File: src/design/rau_pkg.sv
// Shared constants for the rational arithmetic unit.
`default_nettype none
package rau_pkg;
  localparam int OPERAND_WIDTH_DEF = 16;
  localparam int CMD_WIDTH = 3;
  localparam int WIDE_OUT_WIDTH = 33;
  localparam int NARROW_OUT_WIDTH = 31;
  localparam logic [CMD_WIDTH-1:0] CMD_ADD = 3'd0;
  localparam logic [CMD_WIDTH-1:0] CMD_SUB = 3'd1;
  localparam logic [CMD_WIDTH-1:0] CMD_MUL = 3'd2;
  localparam logic [CMD_WIDTH-1:0] CMD_DIV = 3'd3;
endpackage
`default_nettype wire

File: src/design/rau_div.sv
// Restoring serial divider, one quotient bit per cycle.
`default_nettype none
module rau_div #(
  parameter int WIDTH = 32
) (
  input  wire logic             clk,
  input  wire logic             rst,
  input  wire logic             start,
  input  wire logic [WIDTH-1:0] dividend,
  input  wire logic [WIDTH-1:0] divisor,
  output logic                  done,
  output logic      [WIDTH-1:0] quotient,
  output logic      [WIDTH-1:0] remainder
);
  localparam int CW = $clog2(WIDTH + 1);

  logic [WIDTH-1:0] dsr;
  logic [CW-1:0]    cnt;
  logic             busy;
  logic [WIDTH:0]   shifted;
  logic [WIDTH:0]   diff;

  assign shifted = {remainder, quotient[WIDTH-1]};
  assign diff    = shifted - {1'b0, dsr};

  always_ff @(posedge clk) begin
    if (rst) begin
      busy <= 1'b0;
      done <= 1'b0;
      cnt  <= '0;
    end else begin
      done <= 1'b0;
      if (start) begin
        busy <= 1'b1;
        cnt  <= CW'(WIDTH);
      end else if (busy) begin
        cnt <= cnt - 1'b1;
        if (cnt == CW'(1)) begin
          busy <= 1'b0;
          done <= 1'b1;
        end
      end
    end
  end

  always_ff @(posedge clk) begin
    if (start) begin
      quotient  <= dividend;
      remainder <= '0;
      dsr       <= divisor;
    end else if (busy) begin
      if (!diff[WIDTH]) begin
        remainder <= diff[WIDTH-1:0];
        quotient  <= {quotient[WIDTH-2:0], 1'b1};
      end else begin
        remainder <= shifted[WIDTH-1:0];
        quotient  <= {quotient[WIDTH-2:0], 1'b0};
      end
    end
  end
endmodule
`default_nettype wire

File: src/design/rational_arithmetic_unit.sv
// Top level: fraction arithmetic with reduction to lowest terms.
//
// Input channel (in_valid/in_stall) carries cmd and two fractions a_num/a_den
// and b_num/b_den. Output channel (out_valid/out_stall) carries one result per
// transaction: the unreduced fraction, then the whole part, remainder
// numerator and reduced denominator, with whole and error flags.
// One transaction is handled at a time; in_stall is high from acceptance
// until the result has been taken. A shared multiplier forms the cross
// products in states S_MUL0, S_MUL1 and S_MUL2; a serial divider of
// 2*OPERAND_WIDTH bits then runs Euclid's algorithm (one division per step)
// and three more divisions (numerator and denominator by the divisor, then
// whole part and remainder). Euclid's step count depends on the data. A zero
// denominator goes from S_CHECK straight to S_DONE with div_error set.
// The result stays on the output ports while out_stall is high.
// Synchronous reset returns the sequencer to idle and drops out_valid.
`default_nettype none
module rational_arithmetic_unit import rau_pkg::*; #(
  parameter int OPERAND_WIDTH = OPERAND_WIDTH_DEF
) (
  input  wire logic                                clk,
  input  wire logic                                rst,
  input  wire logic                                in_valid,
  output logic                                     in_stall,
  input  wire logic        [CMD_WIDTH-1:0]         cmd,
  input  wire logic signed [OPERAND_WIDTH-1:0]     a_num,
  input  wire logic signed [OPERAND_WIDTH-1:0]     a_den,
  input  wire logic signed [OPERAND_WIDTH-1:0]     b_num,
  input  wire logic signed [OPERAND_WIDTH-1:0]     b_den,
  output logic                                     out_valid,
  input  wire logic                                out_stall,
  output logic signed [WIDE_OUT_WIDTH-1:0]         raw_num,
  output logic        [NARROW_OUT_WIDTH-1:0]       raw_den,
  output logic signed [WIDE_OUT_WIDTH-1:0]         whole_part,
  output logic signed [NARROW_OUT_WIDTH-1:0]       rem_num,
  output logic        [NARROW_OUT_WIDTH-1:0]       red_den,
  output logic                                     is_whole,
  output logic                                     div_error
);
  localparam int W  = OPERAND_WIDTH;
  localparam int PW = 2 * W;
  localparam int NW = 2 * W + 1;
  localparam int M  = 2 * W;

  typedef enum logic [9:0] {
    S_IDLE  = 10'b0000000001,
    S_MUL0  = 10'b0000000010,
    S_MUL1  = 10'b0000000100,
    S_MUL2  = 10'b0000001000,
    S_SUM   = 10'b0000010000,
    S_CHECK = 10'b0000100000,
    S_GCD   = 10'b0001000000,
    S_REDN  = 10'b0010000000,
    S_REDD  = 10'b0100000000,
    S_DONE  = 10'b1000000000
  } state_t;

  state_t state;
  logic [CMD_WIDTH-1:0]     op;
  logic signed [W-1:0]      an, ad, bn, bd;
  logic signed [PW-1:0]     p0, p1, den;
  logic signed [NW-1:0]     num;
  logic [M-1:0]             mag, dmag, gx, gy;
  logic                     running;
  logic                     split;
  logic signed [W-1:0]      ma, mb;
  logic signed [PW-1:0]     prod;
  logic signed [NW-1:0]     nneg, p0x, p1x;
  logic signed [PW-1:0]     dneg;
  logic                     is_add, is_sub, is_mul, is_div, is_red;
  logic                     div_start, div_done;
  logic [M-1:0]             div_a, div_b, div_q, div_r;
  logic [63:0]              num64, den64, q64, r64, d64;

  assign is_add = (op == CMD_ADD);
  assign is_sub = (op == CMD_SUB);
  assign is_mul = (op == CMD_MUL);
  assign is_div = (op == CMD_DIV);
  assign is_red = !(is_add || is_sub || is_mul || is_div);

  always_comb begin
    ma = an;
    mb = bd;
    unique case (state)
      S_MUL0: begin
        ma = an;
        mb = is_mul ? bn : (is_red ? W'(1) : bd);
      end
      S_MUL1: begin
        ma = bn;
        mb = ad;
      end
      S_MUL2: begin
        ma = ad;
        mb = is_div ? bn : (is_red ? W'(1) : bd);
      end
      default: begin
        ma = an;
        mb = bd;
      end
    endcase
  end

  assign prod = ma * mb;
  assign p0x  = $signed({p0[PW-1], p0});
  assign p1x  = $signed({p1[PW-1], p1});
  assign nneg = den[PW-1] ? -num : num;
  assign dneg = den[PW-1] ? -den : den;

  always_comb begin
    div_start = 1'b0;
    div_a     = gx;
    div_b     = gy;
    unique case (state)
      S_GCD: begin
        if (!running) begin
          div_start = 1'b1;
          if (gy == '0) begin
            div_a = mag;
            div_b = gx;
          end
        end
      end
      S_REDN: begin
        div_start = div_done;
        div_a     = dmag;
        div_b     = gx;
      end
      S_REDD: begin
        div_start = div_done && !split;
        div_a     = mag;
        div_b     = div_q;
      end
      default: div_start = 1'b0;
    endcase
  end

  rau_div #(.WIDTH(M)) u_div (
    .clk       (clk),
    .rst       (rst),
    .start     (div_start),
    .dividend  (div_a),
    .divisor   (div_b),
    .done      (div_done),
    .quotient  (div_q),
    .remainder (div_r)
  );

  assign in_stall  = (state != S_IDLE);
  assign out_valid = (state == S_DONE);

  assign num64 = 64'(num);
  assign den64 = 64'(den);
  assign d64   = 64'(dmag);
  assign q64   = num[NW-1] ? -(64'(div_q)) : 64'(div_q);
  assign r64   = num[NW-1] ? -(64'(div_r)) : 64'(div_r);

  always_ff @(posedge clk) begin
    if (rst) begin
      state   <= S_IDLE;
      running <= 1'b0;
      split   <= 1'b0;
    end else begin
      unique case (state)
        S_IDLE:  if (in_valid) state <= S_MUL0;
        S_MUL0:  state <= S_MUL1;
        S_MUL1:  state <= S_MUL2;
        S_MUL2:  state <= S_SUM;
        S_SUM:   state <= S_CHECK;
        S_CHECK: state <= (den == '0) ? S_DONE : S_GCD;
        S_GCD: begin
          if (!running) begin
            if (gy == '0) state <= S_REDN;
            else running <= 1'b1;
          end else if (div_done) begin
            running <= 1'b0;
          end
        end
        S_REDN: begin
          if (div_done) begin
            state <= S_REDD;
            split <= 1'b0;
          end
        end
        S_REDD: begin
          if (div_done) begin
            if (split) state <= S_DONE;
            else split <= 1'b1;
          end
        end
        S_DONE:  if (!out_stall) state <= S_IDLE;
        default: state <= S_IDLE;
      endcase
    end
  end

  always_ff @(posedge clk) begin
    unique case (state)
      S_IDLE: begin
        op <= cmd;
        an <= a_num;
        ad <= a_den;
        bn <= b_num;
        bd <= b_den;
      end
      S_MUL0: p0 <= prod;
      S_MUL1: p1 <= prod;
      S_MUL2: den <= prod;
      S_SUM: begin
        if (is_add) num <= p0x + p1x;
        else if (is_sub) num <= p0x - p1x;
        else num <= p0x;
      end
      S_CHECK: begin
        if (den == '0) begin
          raw_num    <= num64[WIDE_OUT_WIDTH-1:0];
          raw_den    <= '0;
          whole_part <= '0;
          rem_num    <= '0;
          red_den    <= '0;
          is_whole   <= 1'b0;
          div_error  <= 1'b1;
        end else begin
          num  <= nneg;
          den  <= dneg;
          mag  <= nneg[NW-1] ? M'(-nneg) : M'(nneg);
          dmag <= M'(dneg);
          gx   <= nneg[NW-1] ? M'(-nneg) : M'(nneg);
          gy   <= M'(dneg);
        end
      end
      S_GCD: begin
        if (running && div_done) begin
          gx <= gy;
          gy <= div_r;
        end
      end
      S_REDN: if (div_done) mag <= div_q;
      S_REDD: begin
        if (div_done) begin
          if (!split) begin
            dmag <= div_q;
          end else begin
            raw_num    <= num64[WIDE_OUT_WIDTH-1:0];
            raw_den    <= den64[NARROW_OUT_WIDTH-1:0];
            whole_part <= q64[WIDE_OUT_WIDTH-1:0];
            rem_num    <= r64[NARROW_OUT_WIDTH-1:0];
            red_den    <= d64[NARROW_OUT_WIDTH-1:0];
            is_whole   <= (div_r == '0);
            div_error  <= 1'b0;
          end
        end
      end
      default: begin
      end
    endcase
  end
endmodule
`default_nettype wire

File: config.mk
export PLATFORM = sky130hd
export DESIGN_NAME = rational_arithmetic_unit
export DESIGN_NICKNAME = d
export VERILOG_FILES = /design/src/design/rau_pkg.sv /design/src/design/rau_div.sv /design/src/design/rational_arithmetic_unit.sv
export SDC_FILE = /design/constraint.sdc
export NUM_CORES = 2
export LEC_CHECK = 0
export BUFFER_PORTS_ARGS = -buffer_cell sky130_fd_sc_hd__buf_2
export CAP_MARGIN = 20
export CORE_MARGIN = 2
export CORE_UTILIZATION = 65
export DETAILED_ROUTE_END_ITERATION = 10
export GPL_TIMING_DRIVEN = 1
export PLACE_DENSITY = 0.84
export SLEW_MARGIN = 30
export SYNTH_ARGS = -nofsm -noshare
export SYNTH_HDL_FRONTEND = slang
export SYNTH_SLANG_ARGS = --single-unit
File: constraint.sdc
create_clock -name clk -period 17.64 [get_ports clk]
set_input_delay 0.882 -clock clk [delete_from_list [all_inputs] [get_ports clk]]
set_output_delay 0.882 -clock clk [all_outputs]
set_load 0.05 [all_outputs]
==> Word-level counts from Yosys, hierarchy flattened <==
Index checks and enable logic that the tools add are counted.
{ "word_totals": {"reg_bits": 601, "in_bits": 71, "out_inout_bits": 163, "wordCells": 179} }
{ "classes": {"add_sub_neg": 9, "mul": 1, "eq_ne": 26, "mux": 85, "bitwise_logic": 1, "n_reduce_logical": 27} }
{ "ops": {"columns": ["op", "count"], "rows": [
  ["2-to-1 mux 32 bit", 16],
  ["2-to-1 mux 33 bit", 11],
  ["one-hot mux 32 bit (2 select lines)", 5],
  ["2-to-1 mux 31 bit", 8],
  ["one-hot mux 33 bit (2 select lines)", 3],
  ["one-hot mux 32 bit (3 select lines)", 2],
  ["one-hot mux 31 bit (2 select lines)", 3],
  ["one-hot mux 10 bit (10 select lines)", 1],
  ["logical NOT 32 bit", 3],
  ["2-to-1 mux 10 bit", 8],
  ["negation 32 bit", 2],
  ["2-to-1 mux 16 bit", 3],
  ["one-hot mux 16 bit (3 select lines)", 1],
  ["adder 32 x 32 -> 33 bit", 1],
  ["negation 32 -> 33 bit", 1],
  ["negation 33 bit", 1],
  ["subtractor 32 x 32 -> 33 bit", 1],
  ["subtractor 33 x 32 -> 33 bit", 1],
  ["multiplier 16 x 16 -> 32 bit", 1],
  ["one-hot mux 16 bit (2 select lines)", 1],
  ["negation 31 bit", 1],
  ["inequality test 2 bit (second input constant)", 9],
  ["2-to-1 mux 1 bit", 17],
  ["nonzero test 2 bit", 7],
  ["30 further kinds", 42]
]} }

==> Depth between registers and ports, before layout <==
{ "depth": {"word_depth": 9, "mapped_depth": 36} }

==> By module <==
A second synthesis with hierarchy kept.
{ "hier_totals": {"hier_cells": 4241, "hier_area_um2": 42356.9} }
{ "modules_own_cells": {"columns": ["mod", "instances", "cells_each", "area_per_inst_um2", "seq_area_each_um2"], "rows": [
  ["rational_arithmetic_unit", 1, 3649, 36336.1, 14804.2],
  ["rau_div", 1, 592, 6020.8, 2722.6]
]} }

==> Worst setup path before layout <==
No wires, ideal clock.
{ "synth_path": {"path_kind": "register to register", "from": "register state[5]", "to": "register den[31], data pin", "setup_ns": 0.254, "t_arrival_ns": 8.097, "required_time_ns": 17.386, "setup_slack_ns": 9.289, "stages_incl_launch_ff": 33, "path_buffers": 2, "period_less_slack_ns": 8.351, "path_cell_list": "dfxtp_1 -> buf_2 -> nor4_2 -> nand2_1 -> or3_1 -> or3b_1 -> o21ai_1 -> a221oi_1 -> clkbuf_1 -> and2_1 -> a221oi_2 -> nor2_1 -> fa_1 -> inv_1 -> fa_1 -> fa_1 -> inv_1 -> fa_1 -> fa_1 -> inv_1 -> fa_1 -> inv_1 -> ha_1 -> a21o_1 -> a21o_1 -> a21o_1 -> a2111oi_0 -> o21bai_1 -> a41oi_1 -> o211ai_1 -> a31oi_1 -> xnor2_1 -> a21o_1"} }
{ "synth_via": {"elab_chain_len": 4, "elab_cells_between_ends": 8, "classes_between": "1 x mul; 4 x eq/ne; 3 x mux"} }
{ "synth_lines": {"columns": ["item", "line", "text"], "rows": [
  ["start, declared", "rational_arithmetic_unit.sv:57", "state_t state;"],
  ["start signal, assigned", "rational_arithmetic_unit.sv:169", "S_CHECK: state <= (den == '0) ? S_DONE : S_GCD;"],
  ["equality test 10 x 4 -> 1 bit, or another cell as far along", "rational_arithmetic_unit.sv:83", "unique case (state)"],
  ["one-hot mux 16 bit (3 select lines) or one-hot mux 16 bit (2 select lines) (tied branches)", "rational_arithmetic_unit.sv:83", null],
  ["multiplier 16 x 16 -> 32 bit (*)", "rational_arithmetic_unit.sv:103", "assign prod = ma * mb;"],
  ["via prod[31]", "rational_arithmetic_unit.sv:66", "logic signed [PW-1:0] prod;"],
  ["one-hot mux 32 bit (2 select lines) (*)", "rational_arithmetic_unit.sv:197", "unique case (state)"],
  ["end signal, assigned", "rational_arithmetic_unit.sv:207", "S_MUL2: den <= prod;"],
  ["end signal, assigned", "rational_arithmetic_unit.sv:224", "den <= dneg;"],
  ["end, declared", "rational_arithmetic_unit.sv:60", "logic signed [PW-1:0] p0, p1, den;"]
]} }
The timed path passes the listed nets; every way through them passes the cells marked *.
A chain may end at the register's enable or synchronous reset.

==> Worst setup path after layout <==
Ends and elaborated chain as after synthesis.

==> out/summary.txt <==
Status: finished clean
Worst hold stages: 1
Syn nets: 4782
# Post-CTS Setup Buffers: 0
CP Class: reg -> reg
Post-synth top cells: 549 x edfxtp_1, 479 x nand2_1, 461 x nor2_1
Gp weighted congestion: 0.991
WP data required: 18050 ps
Syn Std Cell Area: 0.0423 mm²
Layout cells sized above 1: 0.102
Hold-fix buffers, CTS: 0
Worst Reg2Reg Path Length in Cells: 31
Io pins: 234
Final setup vio count: 0
Setup TNS: 0 ps
Post-synth EDFFs: 549
Routed Antenna Nets: 0
Pin count of the biggest net entering global routing: 99
Slew headroom: 0.273
Sequential area share after synthesis: 0.414
Ys flop type: edfxtp_1
Fin. max-slew vios: 0
Final min period: 9450 ps
CP Max Fanout: 15
Initial antenna violation count: 8
Number of CTS-inserted buffers: 61
Clock skew: 28.1 ps
CTS tree: done
Number of iterations in the first detailed-routing pass: 9
R2R Setup Slk: 8190 ps
Min-delay worst type: in -> reg
Final HPWL DP: 92.0 mm
Cell Rows: 93
Grt ovf: 0
Root buf cell: clkbuf_16
Vias: 33600
Clock Path Buffers: 3
Area Overhead vs Synth: 9.15%
Drt wl/cell: 23.5 µm
Global-route wire length before repair: 189 mm
FFs w/ async S/R, synth: 0
Vias in the first global route: 32600
Via-to-Cell Ratio: 6.37
CP max stage delay: 630 ps
Final hold violation count: 0
Count leader, synth: edfxtp_1
Final period util: 0.536
Synth Register Bits: 601
Post-cts resize count: 0
Synth top area cells: edfxtp_1 39%, fa_1 13%, ha_1 5.4%
Clk sinks: 601
Crit end category: flip-flop
Clock-pin slew on the worst setup and hold paths: 70 ps
Latest clock arrival within the worst-skew pair: 680 ps
Critical path's slowest cell: a221oi_2
F_max: 106 MHz
Initial core utilization: 0.658
Unrepaired setup endpoints after global routing: no
R2R Path Start: state[5]
Synth top area share: 0.390
Synth Warn #: 0
Most used cell, CP: fa_1
Hold Path Sink: bn[4]
Die X: 259 µm
Total track usage: 0.370
Distinct cells, synth: 98
Slew @ Worst Pin: 1080 ps
Cell taking the most area after synthesis: edfxtp_1
Die Height: 259 µm
Startpoint types: flip-flop
Initial drt markers: 4429
Reg2reg end: den[31]
Core ar.: 0.0643 mm²
Max-cap violations: 0
Die area: 0.0672 mm²
WP data arrival: 9870 ps
# port buffers: 233
Hold Crit Start: b_num[4]
H-tree depth: 2
Residual DRC: 0
Synthesized instance count: 4262
# nets final: 4892
Synth Area per Inst: 9.93 µm²
WL final: 124 mm
==> final cells by class <==
type                            instances  area [µm²]
Antenna cell                            1        2.50
Clock buffer                           67        1570
Clock inverter                         46         523
Fill cell                            4697       18200
Inverter                              427        1610
Multi-Input combinational cell       3001       22400
Sequential cell                       601       17500
Tap cell                              855        1070
Timing Repair Buffer                  280        1530
==> worst max-delay path: cells and delay by family (launching register included) <==
kind / cells / cell delay [ps]
compound gates: 12 / 3000
fa+ha+maj: 7 / 3390
xor+xnor: 1 / 120
buf+inv: 5 / 440
flops: 1 / 410
simple gates: 6 / 1830
==> cells by family after synthesis <==
| group | Yosys count | share of synthesized area |
|---|---|---|
| adders and majority gates | 449 | 0.180 |
| buffers and inverters | 660 | 0.0598 |
| DFF | 601 | 0.414 |
| xor gates and xnor gates | 239 | 0.0497 |
| muxes | 42 | 0.0101 |
| and+or+nand+nor | 1369 | 0.148 |
| AOI/OAI and AO/OA | 902 | 0.139 |
==> sequential cells by signal (all words and copies together), names as in the netlist, 3 cells and up <==
signal           cells
ad                  16
an                  16
bd                  16
bn                  16
den                 32
dmag                32
gx                  32
gy                  32
mag                 32
num                 33
op                   3
p0                  32
p1                  32
raw_den             31
raw_num             33
red_den             31
rem_num             31
state               10
u_div.cnt            6
u_div.dsr           32
u_div.quotient      32
u_div.remainder     32
whole_part          33
==> worst max path at each step <==
stage              from  endpoint  slack (ps)  cells past startpoint
5_1_grt        state[5]   den[31]        7590                     31
3_3_place_gp   state[5]   den[31]        8170                     28
3_5_place_dp   state[5]   den[30]        8040                     30
4_1_cts        state[5]   den[30]        7980                     30
2_1_floorplan  state[5]   den[31]        9290                     32
6_report       state[5]   den[31]        8190                     31
==> layout by cell type (no fill, tap or decap), types with 11 or more instances in the layout <==
cell type,count
clkinv_2,19
or2_2,11
o31ai_1,42
inv_1,420
o211ai_1,26
o21ai_0,165
nor4_1,25
and3_1,18
o21bai_1,16
a221o_1,12
and2_1,95
mux2i_1,38
edfxtp_1,549
o41ai_1,26
buf_4,45
a31oi_1,37
dfxtp_1,51
ha_1,184
or3_1,20
nand2_1,477
nand3_1,46
clkbuf_16,61
a21oi_1,253
xnor2_1,90
o21a_1,20
buf_2,233
a22oi_1,64
nand4_1,17
fa_1,265
nor2b_1,20
a222oi_1,22
a211oi_1,30
xor2_1,146
nand2b_1,34
or4_1,22
o21ai_1,46
a21o_1,39
nor3_1,64
nor2_1,459
==> through the flow <==
stage	area, µm²	util	instances	worst slack [ps]	hold WS, ps
floorplan	42300	-	4262	9290	421
global placement	44100	0.685	5163	8170	485
detailed placement	44100	0.685	5164	8040	502
CTS	46200	0.717	5277	7980	380
global route	46200	0.718	5277	7590	388
finish	46200	0.718	5278	8190	401
==> per-layer routing <==
metal,GRT usage,routed length (µm),up-vias
li1,-,-,15000
met5,0,0,-
met3,0.0701,14000,450
met2,0.586,56700,2247
met4,0.214,8690,0
met1,0.479,44800,15900
Power is not shown: default switching activity piles up to over one toggle a cycle in this logic, so the estimate is an artifact.
